**config.mk**
```make
export PLATFORM = sky130hd
export DESIGN_NAME = csps_seq
export DESIGN_NICKNAME = d
export VERILOG_FILES = /design/src/rtl/csps_pkg.sv /design/src/rtl/csps_seq.sv
export SDC_FILE = /design/constraint.sdc
export NUM_CORES = 1
export LEC_CHECK = 0
export BUFFER_PORTS_ARGS = -buffer_cell sky130_fd_sc_hd__buf_2
export CORE_ASPECT_RATIO = 1.1
export CORE_MARGIN = 3
export CORE_UTILIZATION = 46
export DETAILED_ROUTE_END_ITERATION = 8
export GPL_TIMING_DRIVEN = 0
export PLACE_DENSITY = 0.77
export SYNTH_ARGS = -nofsm -noshare
export SYNTH_HDL_FRONTEND = slang
export SYNTH_SLANG_ARGS = --single-unit
```
**constraint.sdc**
```tcl
create_clock -name clk -period 2.35 [get_ports clk]
set_clock_uncertainty 0.15 [all_clocks]
set_input_delay 0.1175 -clock clk [delete_from_list [all_inputs] [get_ports clk]]
set_output_delay 0.1175 -clock clk [all_outputs]
set_load 0.01 [all_outputs]
```
**src/rtl/csps_pkg.sv**
```systemverilog
// types, constants and microcode table of the cross spectrum power smoother
package csps_pkg;

	localparam int IDX_W      = 16;
	localparam int CROSS_W    = 33;
	localparam int POW_W      = 48;
	localparam int WGT_W      = 16;
	localparam int SHIFT_W    = 6;
	localparam int OPND_W     = 34;
	localparam int PROD_W     = 2 * OPND_W;
	localparam int ACC_W      = PROD_W;
	localparam int SQSUM_W    = 66;
	localparam int FRAC_BITS  = 15;
	localparam int ROUND_BIAS = 1 << (FRAC_BITS - 1);
	localparam int HALF_W     = 32;
	localparam int STEP_W     = 5;
	localparam int CFG_DATA_W = 32;
	localparam int CFG_ADDR_W = 4;

	localparam logic [SHIFT_W-1:0] POWER_SHIFT_RST   = 6'd40;
	localparam logic               SMOOTH_ENABLE_RST = 1'b1;
	localparam logic [WGT_W-1:0]   SIDE_WEIGHT_RST   = 16'd2114;
	localparam logic [WGT_W-1:0]   CENTER_WEIGHT_RST = 16'd28541;

	localparam logic [STEP_W-1:0] STEP_EMIT = 5'd16;

	typedef enum logic [1:0] {
		REG_POWER_SHIFT   = 2'd0,
		REG_SMOOTH_ENABLE = 2'd1,
		REG_SIDE_WEIGHT   = 2'd2,
		REG_CENTER_WEIGHT = 2'd3
	} reg_idx_t;

	typedef enum logic [3:0] {
		MS_ARE_BRE  = 4'd0,
		MS_AIM_BIM  = 4'd1,
		MS_AIM_BRE  = 4'd2,
		MS_ARE_BIM  = 4'd3,
		MS_SQ_CR    = 4'd4,
		MS_SQ_CI    = 4'd5,
		MS_PREV_LO  = 4'd6,
		MS_PREV_HI  = 4'd7,
		MS_HELD_LO  = 4'd8,
		MS_HELD_HI  = 4'd9,
		MS_RP_LO    = 4'd10,
		MS_RP_HI    = 4'd11
	} mul_sel_t;

	typedef enum logic [2:0] {
		ACC_HOLD   = 3'd0,
		ACC_LOAD   = 3'd1,
		ACC_ADD    = 3'd2,
		ACC_SUB    = 3'd3,
		ACC_ADD_HI = 3'd4
	} acc_op_t;

	typedef enum logic [2:0] {
		ST_NONE = 3'd0,
		ST_CR   = 3'd1,
		ST_CI   = 3'd2,
		ST_RP   = 3'd3,
		ST_SM   = 3'd4
	} store_t;

	typedef enum logic [1:0] {
		EM_NONE = 2'd0,
		EM_HELD = 2'd1,
		EM_NEW  = 2'd2
	} emit_t;

	typedef enum logic {
		JMP_NONE      = 1'b0,
		JMP_NO_SMOOTH = 1'b1
	} jump_t;

	typedef struct packed {
		mul_sel_t          mul;
		acc_op_t           acc;
		store_t            st;
		emit_t             em;
		jump_t             jmp;
		logic [STEP_W-1:0] target;
		logic              fin;
	} ucode_t;

	typedef struct packed {
		mul_sel_t mul;
		acc_op_t  acc;
		store_t   st;
		emit_t    em;
		logic     commit;
	} csps_ctl_t;

	typedef struct packed {
		logic do_smooth;
		logic holding;
		logic final_bin;
		logic out_busy;
	} csps_status_t;

	typedef struct packed {
		logic [SHIFT_W-1:0] power_shift;
		logic               smooth_enable;
		logic [WGT_W-1:0]   side_weight;
		logic [WGT_W-1:0]   center_weight;
	} csps_cfg_t;

	// microcode: the product of step k is accumulated at step k+1
	function automatic ucode_t ucode(input logic [STEP_W-1:0] s);
		ucode_t w;
		w.mul    = MS_ARE_BRE;
		w.acc    = ACC_HOLD;
		w.st     = ST_NONE;
		w.em     = EM_NONE;
		w.jmp    = JMP_NONE;
		w.target = '0;
		w.fin    = 1'b0;
		case (s)
			5'd0: begin
				w.mul = MS_ARE_BRE;
			end
			5'd1: begin
				w.mul = MS_AIM_BIM;
				w.acc = ACC_LOAD;
			end
			5'd2: begin
				w.mul = MS_AIM_BRE;
				w.acc = ACC_ADD;
			end
			5'd3: begin
				w.mul = MS_ARE_BIM;
				w.acc = ACC_LOAD;
				w.st  = ST_CR;
			end
			5'd4: begin
				w.mul = MS_SQ_CR;
				w.acc = ACC_SUB;
			end
			5'd5: begin
				w.acc = ACC_LOAD;
				w.st  = ST_CI;
			end
			5'd6: begin
				w.mul = MS_SQ_CI;
			end
			5'd7: begin
				w.acc = ACC_ADD;
			end
			5'd8: begin
				w.mul    = MS_PREV_LO;
				w.st     = ST_RP;
				w.jmp    = JMP_NO_SMOOTH;
				w.target = STEP_EMIT;
			end
			5'd9: begin
				w.mul = MS_PREV_HI;
				w.acc = ACC_LOAD;
			end
			5'd10: begin
				w.mul = MS_HELD_LO;
				w.acc = ACC_ADD_HI;
			end
			5'd11: begin
				w.mul = MS_HELD_HI;
				w.acc = ACC_ADD;
			end
			5'd12: begin
				w.mul = MS_RP_LO;
				w.acc = ACC_ADD_HI;
			end
			5'd13: begin
				w.mul = MS_RP_HI;
				w.acc = ACC_ADD;
			end
			5'd14: begin
				w.acc = ACC_ADD_HI;
			end
			5'd15: begin
				w.st = ST_SM;
			end
			5'd16: begin
				w.em = EM_HELD;
			end
			5'd17: begin
				w.em  = EM_NEW;
				w.fin = 1'b1;
			end
			default: begin
				w.fin = 1'b1;
			end
		endcase
		return w;
	endfunction

endpackage

```
**src/rtl/csps_seq.sv**
```systemverilog
// microcode sequencer: step counter, control store and conditional jump
module csps_seq
	import csps_pkg::*;
(
	input  logic         clk,
	input  logic         arst_n,
	input  logic         start,
	input  csps_status_t status,
	output logic         busy,
	output csps_ctl_t    ctl
);

	logic [STEP_W-1:0] step_q;
	logic              busy_q;
	ucode_t            word;
	logic              emit_needed;
	logic              run;

	assign word = ucode(step_q);

	// an emit step with a word to write waits while the output word is still held up
	assign emit_needed = (word.em == EM_HELD && status.holding)
		|| (word.em == EM_NEW && status.final_bin);
	assign run = busy_q && !(emit_needed && status.out_busy);

	always_comb begin
		ctl.mul    = word.mul;
		ctl.acc    = run ? word.acc : ACC_HOLD;
		ctl.st     = run ? word.st : ST_NONE;
		ctl.em     = (run && emit_needed) ? word.em : EM_NONE;
		ctl.commit = run && word.fin;
	end

	assign busy = busy_q;

	always_ff @(posedge clk or negedge arst_n) begin
		if (!arst_n) begin
			step_q <= '0;
			busy_q <= 1'b0;
		end else if (start) begin
			step_q <= '0;
			busy_q <= 1'b1;
		end else if (run) begin
			if (word.fin) begin
				step_q <= '0;
				busy_q <= 1'b0;
			end else if (word.jmp == JMP_NO_SMOOTH && !status.do_smooth) begin
				step_q <= word.target;
			end else begin
				step_q <= step_q + 1'b1;
			end
		end
	end

endmodule

```
* Word-level counts from Yosys, hierarchy flattened
Index checks and enable logic that the tools add are counted.
** Storage, ports and cells
- Logic and storage cells :: 56
- Output and inout bits :: 14
- Register bits :: 6
** Operators by class
- Multiplexer cells :: 16
- Reductions and logical operators :: 17
- Add/sub/neg operators :: 1
- Eq/ne operators :: 20
** Operator list (number)
- one-hot mux 4 bit (11 select lines) :: 1
- equality test 5 x 4 -> 1 bit (second input constant) :: 8
- one-hot mux 3 bit (4 select lines) :: 2
- equality test 5 x 3 -> 1 bit (second input constant) :: 4
- 2-to-1 mux 5 bit :: 4
- OR reduction 17 bit :: 1
- equality test 5 x 2 -> 1 bit (second input constant) :: 2
- equality test 5 bit (second input constant) :: 2
- OR reduction 4 bit :: 2
- logical AND 1 bit :: 7
- 2-to-1 mux 3 bit :: 2
- 2-to-1 mux 6 bit :: 1
- adder 5 x 1 -> 5 bit (second input constant) :: 1
- equality test 5 x 1 -> 1 bit (second input constant) :: 1
- zero test 5 bit :: 1
- 2-to-1 mux 1 bit :: 4
- one-hot mux 2 bit (2 select lines) :: 1
- OR reduction 3 bit :: 1
- equality test 2 x 1 -> 1 bit (second input constant) :: 1
- equality test 2 bit (second input constant) :: 1
- zero test 1 bit :: 2
- 2-to-1 mux 2 bit :: 1
- != test 2 x 1 -> 1 bit (second input constant) :: 1
- AND reduction 2 bit :: 1
- other kinds (2) :: 2

* Longest topological paths before layout
Gate-level depths: netlist of run 1.
- Depth in word-level cells :: 10
- Gate-level depth with buffers :: 9
- Depth with buffers taken out :: 8

* Worst setup path after synthesis of run 1
No wires, ideal clock.
- Path kind :: reg-to-reg
- Start :: reg step_q[0]
- End :: reg busy_q, in the netlist busy
- Clock period less this slack :: 2.223 ns
- Cell stages (with the launch flop) :: 9
- Setup time :: 0.128 ns
- Data arrival time :: 1.945 ns
- Buffers on the path :: 0
- Setup slack :: 0.127 ns
- Data required time :: 2.072 ns
- Path through :: dfrtp_1 ha_1 and3_1 ha_1 inv_1 o311ai_1 a2111o_1 nor3_2 o21bai_1
** Between the ends
- Cells in the longest elaborated chain, start to end :: 10
** RTL lines
- from (decl) :: line csps_seq.sv:13 : logic [STEP_W-1:0] step_q;
- from (signal assigned) :: line csps_seq.sv:48 : step_q <= word.target;
- from (signal assigned) :: line csps_seq.sv:50 : step_q <= step_q + 1'b1;
- equality test 5 bit :: line csps_pkg.sv:118 : case (s)
- one-hot mux 2 bit (2 select lines) :: line csps_pkg.sv:118
- equality test 2 x 1 -> 1 bit / equality test 2 bit (equally long branches) :: line csps_seq.sv:22, csps_seq.sv:23
- logical AND 1 bit (on tied branches) :: line csps_seq.sv:22, csps_seq.sv:23
- logical OR 1 bit :: line csps_seq.sv:23 : || (word.em == EM_NEW && status.final_bin);
- logical AND 1 bit :: line csps_seq.sv:24 : assign run = busy_q && !(emit_needed && status.out_busy);
- zero test 1 bit :: line csps_seq.sv:24
- logical AND 1 bit :: line csps_seq.sv:24
- nonzero test 2 bit (no line)
- AND reduction 2 bit (no line) (*)
- to (signal assigned) :: line csps_seq.sv:39 : busy_q <= 1'b0;
- to (signal assigned) :: line csps_seq.sv:42 : busy_q <= 1'b1;
- to (signal assigned) :: line csps_seq.sv:46 : busy_q <= 1'b0;
- to (decl) :: line csps_seq.sv:14 : logic busy_q;
Mark *: on every way between the ends. The rest lies on a longest branch, timed or not.
A chain may end at the register's enable or synchronous reset.

==> metrics.md, run 1 <==
| Metric | Value |
|---|---|
| Status | finished with violations |
| Violated checks | negative setup slack |
| First-pass GRT wire length | approximately 4200 um |
| Pin count of the biggest net entering global routing | 11 |
| Sequential share of the synthesized area | 0.187 |
| Max Cap Viol | 0 |
| HPWL after DPL | 1490 um |
| Drt total wl | 2730 um |
| Syn Inst Count | 99 |
| Setup crit end kind | primary output |
| Switch share | 0.434 |
| Synth Cell Area | about 800 um2 |
| Rel. slew slack | 0.564 |
| Psw | 0.000523 W |
| Placed Cells | approximately 140 |
| Core Footprint | between 1500 and 2000 um2 |
| GPL Wtd Cong | about 0.9 |
| Worst slew pin tran | ~650 ps |
| Worst r2r src | step_q[2] |
| Mean post-synth cell area | 8.11 um2 |
| Drt pass-1 iters | 4 |
| Distinct cells, synth | 42 |
| Clk sinks | 6 |
| Static leakage | approximately 0.57 nW |
| Residual DRC count | 0 |
| TritonCTS clock tree | built |
| Worst-path clk slew | roughly 50 ps |
| # nets final | 160 |
| Final ANT Viol Nets | 0 |
| YS warnings | 0 |
| Power per Cell Area | around 960 nW/um2 |
| CP max stage cell | dfrtp_2 |
| Flip-flop and latch count after synthesis | 6 |
| Period Utilization, post-route | 1.01 |
| Tmin final | around 2400 ps |
| Worst path cell trace | inv_2 -> ha_1 -> buf_6 -> mux2i_2 -> buf_4 -> buf_4 -> buf_4 -> buf_4 -> buf_4 -> a31oi_1 -> buf_2 |
| Total congestion overflow | 0 |
| Placed inst area | around 920 um2 |
| Worst-path maximum fanout | 7 |
| Critical Path AT | around 2100 ps |
| CTS Buf Count | 3 |
| Setup violators final | 1 |
| Layout cells sized above 1 | 0.521 |
| Place WS | -18.6 ps |
| CP most frequent cell | buf_4 |
| Final WS setup | -17.4 ps |
| Hold Path Class | in2async |
| CP Data Required Time | around 2100 ps |
| CTS root buffer | clkbuf_4 |
| Finished Cell Area | approximately 1300 um2 |
| PortBufs | 19 |
| Clk buf depth | 2 |
| Sequential share of power | 0.138 |
| Yosys top cell area share | 0.187 |
| Initial antenna violation count | 0 |
| RSZ-0062 raised after global routing | yes |
| Die area | about 2300 um2 |
| Combinational power share | 0.782 |
| Top post-synthesis cells by area | dfrtp_1 (19%), ha_1 (7.8%), nand3b_1 (4.7%), a21oi_1 (4.4%), inv_1 (4.2%) |
| Synth-to-layout area growth | 56.9% |
| Setup crit start | step_q[0] |
| ANT cells | 0 |
| Final Hold Viols | 0 |
| Critical Path Max Stage Delay | between 400 and 500 ps |
| Rows | 15 |
| Peak supply drop | 0.000520 V |
| Vias | 991 |
| All-Layer GR Usage | 0.244 |
| Cell accounting for the most synthesized area | dfrtp_1 |
| Die H | 49.8 um |
| DRT iter0 DRCs | 24 |
| Startpoint Class | flip-flop |
| Drt wl/cell | about 17 um |
| Clock latency on the worst-skew pair | ~240 ps |
| Max frequency | approximately 420 MHz |
| Internal power | around 0.00068 W |
| Drt via density | just over 6 |
| Die W | approximately 46 um |
| Vias in the first global route | ~900 |
| CP Class | reg2out |
| H-tree Lvls | 1 |
| Clock power frac | 0.080 |
| Finished Core Util | 0.781 |
| I/O pin count | 21 |
| Final Slew Violations | 0 |
| Non-filler instance count after layout | 163 |
| Initial Util | 0.498 |
| Syn_nets | about 110 |
[metal layers]
| metal | vias up | share of wire | global-route usage |
|---|---|---|---|
| met1 | 465 | 0.37 | 0.284 |
| met4 | 0 | 0.035 | 0.0711 |
| met5 | - | 0 | 0 |
| met2 | 57 | 0.52 | 0.417 |
| met3 | 15 | 0.067 | 0.0657 |
| li1 | 454 | - | - |
[power by group through the flow]
| stage | Combinational, W | Sequential, W | Clock, W |
|---|---|---|---|
| 6_report | 0.000943 | 0.000167 | 0.0000960 |
| 5_1_grt | 0.00102 | 0.000170 | 0.000108 |
| 4_1_cts | 0.000770 | 0.000167 | 0.0000972 |
| 3_5_place_dp | 0.000576 | 0.000161 | 0 |
| 3_3_place_gp | 0.000571 | 0.000159 | 0 |
| 2_1_floorplan | 0.000438 | 0.000156 | 0 |
[cell type report]
| class | instances | area (um2) |
|---|---|---|
| Buffer | 8 | 87.6 |
| Clock buffer | 3 | 22.5 |
| Fill cell | 107 | 354 |
| Inverter | 9 | 33.8 |
| Multi-Input combinational cell | 76 | 639 |
| Sequential cell | 6 | 154 |
| Tap cell | 17 | 21.3 |
| Timing Repair Buffer | 44 | 302 |
[cells by family (layout without fill, tap and decap cells)]
family / count (synthesis) / after routing / share of synthesized area
AND/OR/NAND/NOR: 42 / 42 / 0.330
AO/OA/AOI/OAI: 25 / 25 / 0.234
buffers and inverters: 17 / 64 / 0.123
flip-flops: 6 / 6 / 0.187
adder cells (fa/ha/maj): 5 / 5 / 0.0779
multiplexers: 3 / 3 / 0.0374
XOR/XNOR: 1 / 1 / 0.0109
[worst max-delay path: cells and delay by family (launching register included)]
kind | cells | cell delay (ps)
flip-flops | 1 | 450
adder cells (fa/ha/maj) | 1 | 170
buffers and inverters | 8 | 1010
AO/OA/AOI/OAI | 1 | 150
multiplexers | 1 | 80
[cell usage after synthesis, drive strengths merged]
library cell  n
inv           9
buf           8
a21oi         7
nor2          7
nor3          7
dfrtp         6
nand2         6
nand3b        6
ha            5
nand2b        4
a211oi        3
mux2i         3
o21ai         3
a31oi         2
nand3         2
nor4          2
o21bai        2
or4           2
a2111o        1
and2b         1
and3          1
nand4b        1
nor2b         1
nor4b         1
o211ai        1
o221ai        1
o22a          1
o22ai         1
o311a         1
o311ai        1
o41ai         1
or3b          1
xnor2         1
[what timing repair did]
action,in CTS,in global routing
resized for setup,20,9
pin swaps,4,3
hold endpoints to repair,6,0
endpoints found under the setup margin,7,12
gates cloned,0,0
setup buffers,17,7
hold buffers,1,0
[state kept, by name, indices dropped and copies added, names as in the netlist]
register / flops
busy: 1
step_q: 5
[layout by cell type, fill, tap and decap left out, types with 3 or more instances in the layout]
| cell type | count |
|---|---|
| nand2_1 | 6 |
| buf_6 | 6 |
| nor3_1 | 5 |
| ha_4 | 3 |
| clkbuf_4 | 3 |
| inv_2 | 3 |
| o21ai_0 | 3 |
| nor2_1 | 7 |
| nand3b_1 | 5 |
| dfrtp_1 | 3 |
| dfrtp_2 | 3 |
| buf_2 | 19 |
| a21oi_1 | 7 |
| inv_1 | 6 |
| buf_4 | 23 |
| nand2b_1 | 3 |
[path summary, 6_finish.rpt]
check / to / slack [ps] / cells past startpoint
min in group clk: step_q[2] / 110 / 2
worst min-delay path: busy / 80 / 2
worst max register to register: step_q[3] / 80 / 10
worst min register to register: step_q[0] / 470 / 2
worst max-delay path: ctl[12] / -20 / 11
max in group asynchronous: step_q[3] / 1810 / 2
[through the flow]
step                      hold WS (ps)  power (W)  TNS (ps)
final                             80.1    0.00121     -17.4
after global routing              81.9    0.00130      -544
after CTS                         75.0    0.00103      -150
after detailed placement          -202   0.000738     -24.5
after global placement            -202   0.000729     -15.9
after floorplan                   -328   0.000593         0
(Power assumes the default switching activity.)
==> run 2, diff against run 1 <==
REMOVE_ABC_BUFFERS = 1   (was default)
==> metrics.md, run 2 (synthesized netlist as in run 1, its figures left out) <==
| Metric | Value |
|---|---|
| Final Slew Violations | 0 (unchanged) |
| Period Utilization, post-route | 0.989 (-0.0184) |
| Max Cap Viol | 0 (unchanged) |
| DRT iter0 DRCs | 22 (-8.3%) |
| Die W | 45.8 um (unchanged) |
| # nets final | 151 (-5.6%) |
| Die H | 49.8 um (unchanged) |
| Synth-to-layout area growth | 42.7% |
| Pin count of the biggest net entering global routing | 23 (+12) |
| HPWL after DPL | 1360 um (-8.5%) |
| CP most frequent cell | ha_4 |
| Vias in the first global route | 770 (-15%) |
| Worst path cell trace | ha_4 -> and3_4 -> ha_4 -> inv_2 -> o311ai_1 -> a2111o_1 -> nor3_2 -> buf_2 |
| CP Class | reg2out |
| Power per Cell Area | 996 nW/um2 (+4.1%) |
| GPL Wtd Cong | 0.809 (-7.9%) |
| RSZ-0062 raised after global routing | yes |
| Initial antenna violation count | 0 (unchanged) |
| Final Hold Viols | 0 (unchanged) |
| I/O pin count | 21 (unchanged) |
| Vias | 911 (-8.1%) |
| Drt wl/cell | 15.8 um (-5.5%) |
| Clock latency on the worst-skew pair | 250 ps (about the same) |
| CTS Buf Count | 3 (unchanged) |
| Worst-path maximum fanout | 4 (-3) |
| Clk buf depth | 2 (unchanged) |
| Internal power | 0.000635 W (-7.0%) |
| CP max stage cell | dfrtp_2 |
| Max reg flops | 5 (unchanged) |
| Worst hold slack | 88.7 ps (+8.54 ps) |
| Status | complete, no violations |
| Tmin final | 2320 ps (-43.3 ps) |
| Rel. slew slack | 0.666 (+0.102) |
| Drt via density | 5.92 (-2.7%) |
| Hold Path Class | in2async |
| Final ANT Viol Nets | 0 (unchanged) |
| Layout cells sized above 1 | 0.482 (-0.0388) |
| Setup TNS | 0 ps (+17.4 ps) |
| Family with the most delay on the worst path | compound AO/OA/AOI/OAI gates |
| Buffers and inverters on the worst path | 2 (-6) |
| Drt pass-1 iters | 4 (unchanged) |
| Clk sinks | 6 (unchanged) |
| H-tree Lvls | 1 (unchanged) |
| CTS root buffer | clkbuf_4 |
| Biggest register | step_q |
| Placed inst area | 860 um2 (-6.5%) |
| CP Data Required Time | 2080 ps (about the same) |
| Placed Cells | 128 (-5.2%) |
| Critical Path Max Stage Delay | 460 ps (about the same) |
| TritonCTS clock tree | built |
| Finished Cell Area | 1150 um2 (-9.0%) |
| Peak supply drop | 0.000695 V (+34%) |
| Die area | 2280 um2 (unchanged) |
| Worst-path clk slew | 40 ps (about the same) |
| Rows | 15 (unchanged) |
| Psw | 0.000506 W (-3.2%) |
| Setup violators final | 0 (-1) |
| Critical Path AT | 2060 ps (-40 ps) |
| Commonest non-fill, non-tap cells in the layout | buf_2 (20), buf_4 (20), nor2_1 (7), a21oi_1 (7) |
| Max frequency | 430 MHz (+1.9%) |
| Startpoint Class | flip-flop |
| First-pass GRT wire length | 3630 um (-13%) |
| Switch share | 0.444 (+0.00987) |
| Worst slew pin tran | 497 ps (-157 ps) |
| Clock power frac | 0.081 (about the same) |
| Static leakage | 0.504 nW (-12%) |
| Residual DRC count | 0 (unchanged) |
| Drt total wl | 2440 um (-11%) |
| Setup crit end kind | primary output |
| Initial Util | 0.498 (unchanged) |
| ANT cells | 0 (unchanged) |
| Total congestion overflow | 0 (unchanged) |
| All-Layer GR Usage | 0.217 (-0.0271) |
| Combinational power share | 0.758 (-0.024) |
| Sequential share of power | 0.161 (+0.023) |
| PortBufs | 20 (+1) |
| Non-filler instance count after layout | 154 (-5.5%) |
| Core Footprint | 1610 um2 (unchanged) |
-- run 2: cell count changes in the layout (fill, tap and decap cells not counted), moves of 2 or more --
cell    before  now
buf_6        6    0
ha_4         3    5
buf_4       23   20
buf_12       2    0
-- run 2: worst register-to-register path, stage by stage, from the launching register on --
cell and delay [ps]:
dfrtp_2 460, ha_4 180, and3_4 180, ha_4 150
inv_2 50, o311ai_1 90, a2111o_1 410, nor3_2 150
buf_4 130, buf_4 90, buf_4 90, o21bai_1 60
-- run 2: worst paths after layout --
kind	from	endpoint	slack, ps	depth (start not counted)
max	step_q[1]	ctl[0]	30	8
max in group asynchronous	arst_n	step_q[1]	1810	2
max reg2reg	step_q[1]	busy	60	11
min in group clk	status[3]	step_q[4]	180	4
min	arst_n	busy	90	2
min reg2reg	step_q[4]	step_q[4]	560	2
-- run 2: final cells by class --
| type | count | area [um2] |
|---|---|---|
| sequential | 6 | 155 |
| tap | 17 | 21.3 |
| clock buffer | 3 | 22.5 |
| multi-input combinational | 76 | 636 |
| fill | 137 | 468 |
| timing repair buffer | 43 | 275 |
| inverter | 9 | 36.3 |
-- run 2: power by group through the flow --
stage | registers (W) | logic [W] | clock network (W)
after global placement | 0.000166 | 0.000515 | 0
after global routing | 0.000190 | 0.000932 | 0.000105
after floorplan | 0.000162 | 0.000388 | 0
final | 0.000184 | 0.000865 | 0.0000929
after CTS | 0.000177 | 0.000624 | 0.0000967
after detailed placement | 0.000168 | 0.000530 | 0
-- run 2: per-stage QoR --
stage	util	setup WS, ps	total power [W]
after CTS	0.610	-23.7	0.000897
final	0.710	26.0	0.00114
after global routing	0.710	-69.0	0.00123
after floorplan	-	121	0.000550
after detailed placement	0.533	-35.1	0.000698
after global placement	0.533	-10.0	0.000681
-- run 2: what timing repair did --
| item | CTS | global route |
|---|---|---|
| hold endpoints to repair | 9 | 0 |
| pin swaps | 3 | 4 |
| hold buffers | 2 | 0 |
| resized for setup | 12 | 12 |
| buffers inserted | 5 | 16 |
| setup endpoints to repair | 9 | 10 |
-- run 2: metal layers --
layer / up-vias / routed length [um] / track usage
li1: 438 / - / -
met1: 433 / 1050 / 0.285
met2: 32 / 1220 / 0.328
met3: 8 / 96 / 0.0365
met4: 0 / 70 / 0.114
met5: - / 0 / 0
